`src/design/xrg_pkg.sv`:
```
// Package: shared types and constants of the xoshiro256** random generator.
`default_nettype none

package xrg_pkg;

	// splitmix64 seeding constants
	localparam logic [63:0] SM_GAMMA = 64'h9e37_79b9_7f4a_7c15;
	localparam logic [63:0] SM_MUL1  = 64'hbf58_476d_1ce4_e5b9;
	localparam logic [63:0] SM_MUL2  = 64'h94d0_49bb_1331_11eb;

	// operation codes of an input transaction
	localparam logic OP_SEED = 1'b0;
	localparam logic OP_DRAW = 1'b1;

	// controller states
	typedef enum logic [4:0] {
		S_IDLE,
		S_SM_ADD,
		S_M1_LL,
		S_M1_LH,
		S_M1_HL,
		S_M1_END,
		S_MIX27,
		S_M2_LL,
		S_M2_LH,
		S_M2_HL,
		S_M2_END,
		S_STORE,
		S_ADVANCE,
		S_RAW,
		S_SC_HI,
		S_SC_LO,
		S_SC_END,
		S_PUT
	} ctl_state_t;

	// datapath step commanded by the controller
	typedef enum logic [3:0] {
		DP_NOP,
		DP_SM_ADD,
		DP_MUL_LL,
		DP_MUL_LH,
		DP_MUL_HL,
		DP_MUL_END,
		DP_MIX27,
		DP_STORE,
		DP_ADVANCE,
		DP_RAW,
		DP_SC_HI,
		DP_SC_LO,
		DP_SC_END,
		DP_PUT
	} dp_step_t;

	// which splitmix64 multiplier constant feeds the multiplier
	typedef enum logic {
		SMC_MUL1,
		SMC_MUL2
	} sm_const_t;

	// command from controller to datapath
	typedef struct packed {
		logic      load;
		dp_step_t  step;
		sm_const_t mul_const;
		logic [1:0] word_idx;
	} dp_cmd_t;

endpackage

`default_nettype wire

```
`src/design/xrg_if.sv`:
```
// Interfaces: input and result channels of the random generator.
`default_nettype none

interface xrg_in_if;
	logic               valid;
	logic               ready;
	logic               operation;
	logic [63:0]        seed_value;
	logic signed [31:0] range_bound;

	modport source(output valid, output operation, output seed_value, output range_bound,
		input ready);
	modport sink(input valid, input operation, input seed_value, input range_bound,
		output ready);
endinterface

interface xrg_out_if;
	logic        valid;
	logic        ready;
	logic [63:0] raw_value;
	logic [52:0] unit_fraction;
	logic [30:0] bounded_integer;

	modport source(output valid, output raw_value, output unit_fraction,
		output bounded_integer, input ready);
	modport sink(input valid, input raw_value, input unit_fraction,
		input bounded_integer, output ready);
endinterface

`default_nettype wire

```
`src/design/xrg_ctl.sv`:
```
// Controller: sequences seeding and draws and owns the result-valid flag.
`default_nettype none

module xrg_ctl (
	input  logic             clk,
	input  logic             arst_n,
	input  logic             req_valid,
	input  logic             req_operation,
	input  logic             rsp_ready,
	output logic             req_ready,
	output logic             rsp_valid,
	output xrg_pkg::dp_cmd_t cmd
);

	xrg_pkg::ctl_state_t state_q, state_d;
	logic [1:0]          cnt_q, cnt_d;
	logic                out_valid_q, out_valid_d;

	// state, word counter and result flag
	always_ff @(posedge clk or negedge arst_n) begin
		if (!arst_n) begin
			state_q     <= xrg_pkg::S_IDLE;
			cnt_q       <= '0;
			out_valid_q <= 1'b0;
		end else begin
			state_q     <= state_d;
			cnt_q       <= cnt_d;
			out_valid_q <= out_valid_d;
		end
	end

	// next state and datapath command
	always_comb begin
		state_d       = state_q;
		cnt_d         = cnt_q;
		out_valid_d   = out_valid_q && !rsp_ready;
		req_ready     = 1'b0;
		cmd.load      = 1'b0;
		cmd.step      = xrg_pkg::DP_NOP;
		cmd.mul_const = xrg_pkg::SMC_MUL1;
		cmd.word_idx  = cnt_q;
		case (state_q)
			xrg_pkg::S_IDLE: begin
				req_ready = 1'b1;
				if (req_valid) begin
					cmd.load = 1'b1;
					cnt_d    = '0;
					if (req_operation == xrg_pkg::OP_DRAW) begin
						state_d = xrg_pkg::S_ADVANCE;
					end else begin
						state_d = xrg_pkg::S_SM_ADD;
					end
				end
			end
			xrg_pkg::S_SM_ADD: begin
				cmd.step = xrg_pkg::DP_SM_ADD;
				state_d  = xrg_pkg::S_M1_LL;
			end
			xrg_pkg::S_M1_LL: begin
				cmd.step = xrg_pkg::DP_MUL_LL;
				state_d  = xrg_pkg::S_M1_LH;
			end
			xrg_pkg::S_M1_LH: begin
				cmd.step = xrg_pkg::DP_MUL_LH;
				state_d  = xrg_pkg::S_M1_HL;
			end
			xrg_pkg::S_M1_HL: begin
				cmd.step = xrg_pkg::DP_MUL_HL;
				state_d  = xrg_pkg::S_M1_END;
			end
			xrg_pkg::S_M1_END: begin
				cmd.step = xrg_pkg::DP_MUL_END;
				state_d  = xrg_pkg::S_MIX27;
			end
			xrg_pkg::S_MIX27: begin
				cmd.step = xrg_pkg::DP_MIX27;
				state_d  = xrg_pkg::S_M2_LL;
			end
			xrg_pkg::S_M2_LL: begin
				cmd.step      = xrg_pkg::DP_MUL_LL;
				cmd.mul_const = xrg_pkg::SMC_MUL2;
				state_d       = xrg_pkg::S_M2_LH;
			end
			xrg_pkg::S_M2_LH: begin
				cmd.step      = xrg_pkg::DP_MUL_LH;
				cmd.mul_const = xrg_pkg::SMC_MUL2;
				state_d       = xrg_pkg::S_M2_HL;
			end
			xrg_pkg::S_M2_HL: begin
				cmd.step      = xrg_pkg::DP_MUL_HL;
				cmd.mul_const = xrg_pkg::SMC_MUL2;
				state_d       = xrg_pkg::S_M2_END;
			end
			xrg_pkg::S_M2_END: begin
				cmd.step      = xrg_pkg::DP_MUL_END;
				cmd.mul_const = xrg_pkg::SMC_MUL2;
				state_d       = xrg_pkg::S_STORE;
			end
			xrg_pkg::S_STORE: begin
				cmd.step = xrg_pkg::DP_STORE;
				cnt_d    = cnt_q + 2'd1;
				if (cnt_q == 2'd3) begin
					state_d = xrg_pkg::S_IDLE;
				end else begin
					state_d = xrg_pkg::S_SM_ADD;
				end
			end
			xrg_pkg::S_ADVANCE: begin
				cmd.step = xrg_pkg::DP_ADVANCE;
				state_d  = xrg_pkg::S_RAW;
			end
			xrg_pkg::S_RAW: begin
				cmd.step = xrg_pkg::DP_RAW;
				state_d  = xrg_pkg::S_SC_HI;
			end
			xrg_pkg::S_SC_HI: begin
				cmd.step = xrg_pkg::DP_SC_HI;
				state_d  = xrg_pkg::S_SC_LO;
			end
			xrg_pkg::S_SC_LO: begin
				cmd.step = xrg_pkg::DP_SC_LO;
				state_d  = xrg_pkg::S_SC_END;
			end
			xrg_pkg::S_SC_END: begin
				cmd.step = xrg_pkg::DP_SC_END;
				state_d  = xrg_pkg::S_PUT;
			end
			xrg_pkg::S_PUT: begin
				// hold until the result register is free
				if (!out_valid_q || rsp_ready) begin
					cmd.step    = xrg_pkg::DP_PUT;
					out_valid_d = 1'b1;
					state_d     = xrg_pkg::S_IDLE;
				end
			end
			default: begin
				state_d = xrg_pkg::S_IDLE;
			end
		endcase
	end

	assign rsp_valid = out_valid_q;

endmodule

`default_nettype wire

```
`src/design/xrg_dp.sv`:
```
// Datapath: generator state, shared 32x32 multiplier and result registers.
`default_nettype none

module xrg_dp (
	input  logic               clk,
	input  logic               arst_n,
	input  xrg_pkg::dp_cmd_t   cmd,
	input  logic [63:0]        seed_value,
	input  logic signed [31:0] range_bound,
	output logic [63:0]        raw_value,
	output logic [52:0]        unit_fraction,
	output logic [30:0]        bounded_integer
);

	logic [63:0] gen_q [4];
	logic [63:0] seed_q;
	logic [30:0] bound_q;
	logic [63:0] x_q;
	logic [63:0] z_q;
	logic [63:0] prod_q;
	logic [63:0] raw_q;
	logic [63:0] out_raw_q;
	logic [30:0] out_bint_q;

	logic [63:0] mul_c;
	logic [31:0] mul_a;
	logic [31:0] mul_b;
	logic [63:0] mul_p;
	logic [63:0] seed_sum;
	logic [63:0] rot7;
	logic [63:0] w2_x;
	logic [63:0] w3_x;

	// pick the seeding multiplier constant
	always_comb begin
		case (cmd.mul_const)
			xrg_pkg::SMC_MUL1: mul_c = xrg_pkg::SM_MUL1;
			xrg_pkg::SMC_MUL2: mul_c = xrg_pkg::SM_MUL2;
			default:           mul_c = xrg_pkg::SM_MUL1;
		endcase
	end

	// select multiplier operands for the current step
	always_comb begin
		mul_a = '0;
		mul_b = '0;
		case (cmd.step)
			xrg_pkg::DP_MUL_LL: begin
				mul_a = x_q[31:0];
				mul_b = mul_c[31:0];
			end
			xrg_pkg::DP_MUL_LH: begin
				mul_a = x_q[31:0];
				mul_b = mul_c[63:32];
			end
			xrg_pkg::DP_MUL_HL: begin
				mul_a = x_q[63:32];
				mul_b = mul_c[31:0];
			end
			xrg_pkg::DP_SC_HI: begin
				// upper 32 bits of the fraction
				mul_a = raw_q[63:32];
				mul_b = {1'b0, bound_q};
			end
			xrg_pkg::DP_SC_LO: begin
				// lower 21 bits of the fraction
				mul_a = {11'd0, raw_q[31:11]};
				mul_b = {1'b0, bound_q};
			end
			default: begin
				mul_a = '0;
				mul_b = '0;
			end
		endcase
	end

	assign mul_p    = mul_a * mul_b;
	assign seed_sum = seed_q + xrg_pkg::SM_GAMMA;
	assign rot7     = {x_q[56:0], x_q[63:57]};
	assign w2_x     = gen_q[2] ^ gen_q[0];
	assign w3_x     = gen_q[3] ^ gen_q[1];

	// generator state words: seed stores and xoshiro256** advance
	always_ff @(posedge clk or negedge arst_n) begin
		if (!arst_n) begin
			for (int i = 0; i < 4; i++) begin
				gen_q[i] <= '0;
			end
		end else begin
			case (cmd.step)
				xrg_pkg::DP_STORE: begin
					gen_q[cmd.word_idx] <= z_q ^ (z_q >> 31);
				end
				xrg_pkg::DP_ADVANCE: begin
					gen_q[0] <= gen_q[0] ^ w3_x;
					gen_q[1] <= gen_q[1] ^ w2_x;
					gen_q[2] <= w2_x ^ {gen_q[1][46:0], 17'd0};
					gen_q[3] <= {w3_x[18:0], w3_x[63:19]};
				end
				default: begin
				end
			endcase
		end
	end

	// working registers and result registers
	always_ff @(posedge clk) begin
		prod_q <= mul_p;
		if (cmd.load) begin
			seed_q  <= seed_value;
			bound_q <= range_bound[31] ? 31'd0 : range_bound[30:0];
		end
		case (cmd.step)
			xrg_pkg::DP_SM_ADD: begin
				seed_q <= seed_sum;
				x_q    <= seed_sum ^ (seed_sum >> 30);
			end
			xrg_pkg::DP_MUL_LH: begin
				z_q <= prod_q;
			end
			xrg_pkg::DP_MUL_HL, xrg_pkg::DP_MUL_END: begin
				z_q[63:32] <= z_q[63:32] + prod_q[31:0];
			end
			xrg_pkg::DP_MIX27: begin
				x_q <= z_q ^ (z_q >> 27);
			end
			xrg_pkg::DP_ADVANCE: begin
				// times five
				x_q <= gen_q[1] + {gen_q[1][61:0], 2'd0};
			end
			xrg_pkg::DP_RAW: begin
				// rotate by seven, then times nine
				raw_q <= rot7 + {rot7[60:0], 3'd0};
			end
			xrg_pkg::DP_SC_LO: begin
				z_q <= prod_q;
			end
			xrg_pkg::DP_SC_END: begin
				z_q <= z_q + {21'd0, prod_q[63:21]};
			end
			xrg_pkg::DP_PUT: begin
				out_raw_q  <= raw_q;
				out_bint_q <= z_q[62:32];
			end
			default: begin
			end
		endcase
	end

	assign raw_value       = out_raw_q;
	assign unit_fraction   = out_raw_q[63:11];
	assign bounded_integer = out_bint_q;

endmodule

`default_nettype wire

```
`src/design/xoshiro256ss_random_generator.sv`:
```
// Top level: xoshiro256** random generator with splitmix64 seeding.
//
//   channel  dir  payload                                         
//   req      in   operation, seed_value, range_bound              
//   rsp      out  raw_value, unit_fraction, bounded_integer       
//
// A seed transaction is accepted, then each state word goes through splitmix64
// add, two 64-bit constant multiplies on the shared 32x32 multiplier (low-low,
// low-high, high-low partial products and an end step), mix and store. A draw
// goes through accept, advance, output word, two partial products for the
// bounded integer, accumulate and load result. One transaction is in work at a
// time. The result register lets the next transaction in while a result waits;
// a draw holds in its last step while that register is still full.
// arst_n clears the state words to zero and the controller to idle.
`default_nettype none

module xoshiro256ss_random_generator (
	input logic       clk,
	input logic       arst_n,
	xrg_in_if.sink    req,
	xrg_out_if.source rsp
);

	xrg_pkg::dp_cmd_t cmd;

	xrg_ctl u_ctl (
		.clk           (clk),
		.arst_n        (arst_n),
		.req_valid     (req.valid),
		.req_operation (req.operation),
		.rsp_ready     (rsp.ready),
		.req_ready     (req.ready),
		.rsp_valid     (rsp.valid),
		.cmd           (cmd)
	);

	xrg_dp u_dp (
		.clk             (clk),
		.arst_n          (arst_n),
		.cmd             (cmd),
		.seed_value      (req.seed_value),
		.range_bound     (req.range_bound),
		.raw_value       (rsp.raw_value),
		.unit_fraction   (rsp.unit_fraction),
		.bounded_integer (rsp.bounded_integer)
	);

endmodule

`default_nettype wire

```
`src/flat_wrapper.sv`:
```
// flat-port wrapper written by rule: the top's interface ports become plain ports
module xoshiro256ss_random_generator_flat 
  (clk, arst_n, req_valid, req_operation, req_seed_value, req_range_bound, req_ready, rsp_valid, rsp_raw_value, rsp_unit_fraction, rsp_bounded_integer, rsp_ready);
  xrg_in_if req_i ();
  xrg_out_if rsp_i ();
  input logic clk;
  input logic arst_n;
  input wire logic [$bits(req_i.valid)-1:0] req_valid;
  input wire logic [$bits(req_i.operation)-1:0] req_operation;
  input wire logic [$bits(req_i.seed_value)-1:0] req_seed_value;
  input wire logic [$bits(req_i.range_bound)-1:0] req_range_bound;
  output wire logic [$bits(req_i.ready)-1:0] req_ready;
  output wire logic [$bits(rsp_i.valid)-1:0] rsp_valid;
  output wire logic [$bits(rsp_i.raw_value)-1:0] rsp_raw_value;
  output wire logic [$bits(rsp_i.unit_fraction)-1:0] rsp_unit_fraction;
  output wire logic [$bits(rsp_i.bounded_integer)-1:0] rsp_bounded_integer;
  input wire logic [$bits(rsp_i.ready)-1:0] rsp_ready;
  assign req_i.valid = req_valid;
  assign req_i.operation = req_operation;
  assign req_i.seed_value = req_seed_value;
  assign req_i.range_bound = req_range_bound;
  assign req_ready = req_i.ready;
  assign rsp_valid = rsp_i.valid;
  assign rsp_raw_value = rsp_i.raw_value;
  assign rsp_unit_fraction = rsp_i.unit_fraction;
  assign rsp_bounded_integer = rsp_i.bounded_integer;
  assign rsp_i.ready = rsp_ready;
  xoshiro256ss_random_generator u_core (.clk(clk), .arst_n(arst_n), .req(req_i), .rsp(rsp_i));
endmodule
```
`config.mk`:
```
export PLATFORM = sky130hd
export DESIGN_NAME = xoshiro256ss_random_generator_flat
export DESIGN_NICKNAME = d
export VERILOG_FILES = /design/src/design/xrg_pkg.sv /design/src/design/xrg_if.sv /design/src/design/xrg_ctl.sv /design/src/design/xrg_dp.sv /design/src/design/xoshiro256ss_random_generator.sv /design/src/flat_wrapper.sv
export SDC_FILE = /design/constraint.sdc
export NUM_CORES = 2
export LEC_CHECK = 0
export CORE_ASPECT_RATIO = 1.25
export CORE_MARGIN = 2
export CORE_UTILIZATION = 43
export CTS_CLUSTER_SIZE = 24
export DETAILED_ROUTE_END_ITERATION = 8
export DONT_BUFFER_PORTS = 1
export GPL_TIMING_DRIVEN = 0
export PLACE_DENSITY = 0.6
export SLEW_MARGIN = 5
export SYNTH_ARGS = -nofsm -noshare
export SYNTH_HDL_FRONTEND = slang
export SYNTH_SLANG_ARGS = --single-unit
```
`constraint.sdc`:
```
create_clock -name clk -period 9.17 [get_ports clk]
set_clock_uncertainty 0.15 [all_clocks]
set_input_delay 1.834 -clock clk [delete_from_list [all_inputs] [get_ports clk]]
set_output_delay 1.834 -clock clk [all_outputs]
set_load 0.02 [all_outputs]
```
==> insert_results.sql <==
INSERT INTO impl_metrics (metric_group, metric, value, unit) VALUES
('sta', 'timing.final.setup_violations', '0', ''),
('placement', 'portBuffers', '0', ''),
('route', 'drt-initial-drc-count', '7328', ''),
('yosys', 'synth_edf_count', '382', ''),
('clock_tree', 'worst_setup_hold_path_clk_slew', '0.06', 'ns'),
('critical_path', 'rr_startpoint', 'u_core.u_ctl.state_q[0]', ''),
('clock_tree', 'tritoncts', 'built', ''),
('sta', 'final.setup.worst_slack', '0.00848', 'ns'),
('placement', 'preCtsSetupSlack', '-3.40', 'ns'),
('critical_path', 'worst_path_max_delay_cell', 'sky130_fd_sc_hd__fa_2', ''),
('die', 'rows', '174', ''),
('critical_path', 'crit_path_largest_cell_delay', '0.64', 'ns'),
('yosys', 'synth.lib_cells_used.distinct', '104', ''),
('grt', 'grt_busiest_layer', 'met2', ''),
('yosys', 'synth-adder-area-share', '30.6', '%'),
('die', 'initial_cell_density_of_the_core', '43.3', '%'),
('sta', 'post-route-min-period', '9.16', 'ns'),
('critical_path', 'regToRegSetupSlack', '0.008', 'ns'),
('grt', 'gr-usage-all-layers', '42.1', '%'),
('clock_tree', 'cts_num_sinks', '710', ''),
('finish', 'fillCellCount', '17200', ''),
('yosys', 'netlist_area', '0.0777', 'mm^2'),
('yosys', 'synth_fp_nets', '10100', ''),
('critical_path', 'worst_ep_required_time', '9.65', 'ns'),
('grt', 'gr-usage-met3', '8.07', '%'),
('clock_tree', 'clock_tree.htree_level_count', '3', ''),
('critical_path', 'worst_setup_path_end_kind', 'flip-flop', ''),
('yosys', 'postSynth.asyncResetShare', '37.2', '%'),
('route', 'vias', '69100', ''),
('yosys', 'synth_compound_area_share', '15.7', '%'),
('yosys', 'seq_area_frac_synth', '24.9', '%'),
('critical_path', 'critPathMaxFanout', '8', ''),
('sta', 'final-max-slew-violation-count', '5', ''),
('route', 'routed_wl_per_cell', '34.3', 'um'),
('critical_path', 'critical_path.n_buffers_inverters', '9', ''),
('critical_path', 'worstSetupStartpointType', 'flip-flop', ''),
('critical_path', 'r2r-end', 'u_core.u_dp.prod_q[58]', ''),
('worst_hold_path', 'hold_path_class', 'flip-flop to flip-flop', ''),
('yosys', 'dominantRegCellSynth', 'sky130_fd_sc_hd__edfxtp_1', ''),
('yosys', 'synthesis.area_per_instance', '9.04', 'um^2'),
('sta', 'timing_worst_slew_pin_value', '1.53', 'ns'),
('finish', 'synthToLayoutAreaGrowth', '15.7', '%'),
('die', 'ioPinCount', '251', ''),
('worst_hold_path', 'min_path_cells', '0', ''),
('yosys', 'synth-seq-cells', '710', ''),
('grt', 'grt_max_degree', '265', ''),
('yosys', 'post_synth_mux_area_share', '0.565', '%'),
('grt', 'number_of_global_route_vias_before_repair', '69400', ''),
('sta', 'finalHoldViolCount', '0', ''),
('yosys', 'synthXorXnorAreaFrac', '6.83', '%'),
('yosys', 'post_synth_and_or_nand_nor_area_fraction', '13.4', '%'),
('die', 'chipWidth', '384', 'um'),
('outcome', 'status', 'finished with violations', ''),
('critical_path', 'timing.setup.critical_path_class', 'flip-flop to flip-flop', ''),
('outcome', 'failing_checks', 'capacitance limit, slew limit', ''),
('grt', 'gr-usage-met2', '66.1', '%'),
('route', 'remaining_drc_errors', '0', ''),
('clock_tree', 'clk-insertion-delay-late', '0.76', 'ns'),
('clock_tree', 'cts-root-buf', 'sky130_fd_sc_hd__clkbuf_16', ''),
('sta', 'maxClockFrequency', '0.109', 'GHz'),
('sta', 'setup_repair_after_global_routing_missed_its_margin', 'true', ''),
('grt', 'antenna_violations_before_repair', '20', ''),
('die', 'dieArea', '0.184', 'mm^2'),
('route', 'avg_vias_per_cell', '6.08', ''),
('critical_path', 'critical_path.top_delay_family', 'adder cells', ''),
('job', 'maxCapViolCount', '1', ''),
('clock_tree', 'cts.path.max_buffers', '3', ''),
('critical_path', 'crit_arrival', '9.64', 'ns'),
('route', 'antenna_violating_nets_post_route', '0', ''),
('placement', 'dpl.hpwl', '314000', 'um'),
('clock_tree', 'cts-buffers-inserted', '80', '');
==> layout by cell type, fill, tap and decap left out, types with 262 or more instances in the layout <==
master,Yosys,layout
sky130_fd_sc_hd__xor2_1,314,313
sky130_fd_sc_hd__xnor2_1,290,290
sky130_fd_sc_hd__ha_1,463,437
sky130_fd_sc_hd__nand2_1,922,896
sky130_fd_sc_hd__a21oi_1,485,449
sky130_fd_sc_hd__edfxtp_1,382,382
sky130_fd_sc_hd__inv_1,1033,1008
sky130_fd_sc_hd__nor2_1,878,820
sky130_fd_sc_hd__fa_1,900,830
sky130_fd_sc_hd__o21ai_0,504,480
sky130_fd_sc_hd__buf_4,53,262
==> routing by layer <==
layer,wire length (um),part of all wire [%]
met4,43500,11
met3,31400,8.1
met2,174000,45
met1,141000,36
met5,74,0.019
==> stage by stage <==
step,hold slack (ns),cells,cell area [um^2],TNS [ns],utilization [%]
6_report,0.269,11400,89900,0,50.1
5_1_grt,0.268,11300,89900,-0.461,50.0
4_1_cts,0.269,11200,88200,-0.137,49.1
3_5_place_dp,0.256,11000,81500,-122.57,45.4
3_3_place_gp,0.258,11000,80700,-171.60,44.9
2_1_floorplan,0.250,8590,77700,0,-
==> Yosys cell counts, types with 46 or more instances <==
library cell,count,share of area (%)
sky130_fd_sc_hd__buf_4,53,0.51
sky130_fd_sc_hd__o21bai_1,74,0.72
sky130_fd_sc_hd__nand2_1,922,4.5
sky130_fd_sc_hd__a31oi_1,83,0.67
sky130_fd_sc_hd__a22oi_1,69,0.67
sky130_fd_sc_hd__inv_1,1033,5.0
sky130_fd_sc_hd__nand3_1,136,0.88
sky130_fd_sc_hd__o21a_1,46,0.44
sky130_fd_sc_hd__a21oi_1,485,3.1
sky130_fd_sc_hd__dfxtp_1,64,1.6
sky130_fd_sc_hd__xor2_1,314,3.5
sky130_fd_sc_hd__edfxtp_1,382,15
sky130_fd_sc_hd__and3_1,58,0.47
sky130_fd_sc_hd__o21ai_0,504,3.2
sky130_fd_sc_hd__nor2b_1,83,0.67
sky130_fd_sc_hd__nand2b_1,52,0.42
sky130_fd_sc_hd__nand4_1,53,0.43
sky130_fd_sc_hd__nor2_1,878,4.2
sky130_fd_sc_hd__dfrtp_1,264,8.5
sky130_fd_sc_hd__ha_1,463,7.5
sky130_fd_sc_hd__xnor2_1,290,3.3
sky130_fd_sc_hd__a21o_1,185,1.8
sky130_fd_sc_hd__fa_1,900,23
sky130_fd_sc_hd__nor3_1,88,0.57
sky130_fd_sc_hd__clkbuf_1,433,2.1
==> how the worst max path moves through the flow <==
stage                                  from                     end  depth (start not counted)
CTS                 u_core.u_ctl.state_q[3]  u_core.u_dp.prod_q[58]                         32
detailed placement  u_core.u_ctl.state_q[0]  u_core.u_dp.prod_q[61]                         35
global route        u_core.u_ctl.state_q[0]  u_core.u_dp.prod_q[61]                         35
finish              u_core.u_ctl.state_q[0]  u_core.u_dp.prod_q[58]                         35
global placement    u_core.u_ctl.state_q[0]  u_core.u_dp.prod_q[57]                         35
floorplan           u_core.u_ctl.state_q[0]  u_core.u_dp.prod_q[58]                         32
==> sequential cells by signal, summed over array words and instances (netlist names) <==
name,count
u_core.u_ctl.rsp_valid,1
u_core.u_dp.prod_q,64
u_core.u_dp.x_q,64
u_core.u_dp.raw_q,64
u_core.u_dp.gen_q,256
u_core.u_dp.bound_q,31
u_core.u_ctl.cnt_q,2
u_core.u_dp.raw_value,64
u_core.u_dp.z_q,64
u_core.u_dp.bounded_integer,31
u_core.u_dp.seed_q,64
u_core.u_ctl.state_q,5
==> timing repair <==
action                     in CTS  in global routing
resized for setup             854                278
cloned                          7                  6
setup endpoints to repair      55                 30
buffers inserted              124                 97
pin swaps                     123                154
==> kinds of logic after synthesis <==
kind of cell	after synthesis
xor gates and xnor gates	605
DFF	710
muxes	40
adders and majority gates	1363
AOI/OAI and AO/OA	1893
and+or+nand+nor	2414
buffers and inverters	1565
==> area by class of cell <==
cell class	count	area, um^2	share of cell area, %
Buffer	497	3890	4.33
Clock inverter	40	457	0.508
Tap cell	2376	2970	3.31
Inverter	1034	3880	4.32
Clock buffer	104	2180	2.42
Sequential cell	710	19400	21.5
Timing Repair Buffer	264	2700	3.01
Multi-Input combinational cell	6315	54400	60.5
Antenna cell	19	47.5	0.0529
Power is not shown: default switching activity piles up to over one toggle a cycle in this logic, so the estimate is an artifact.
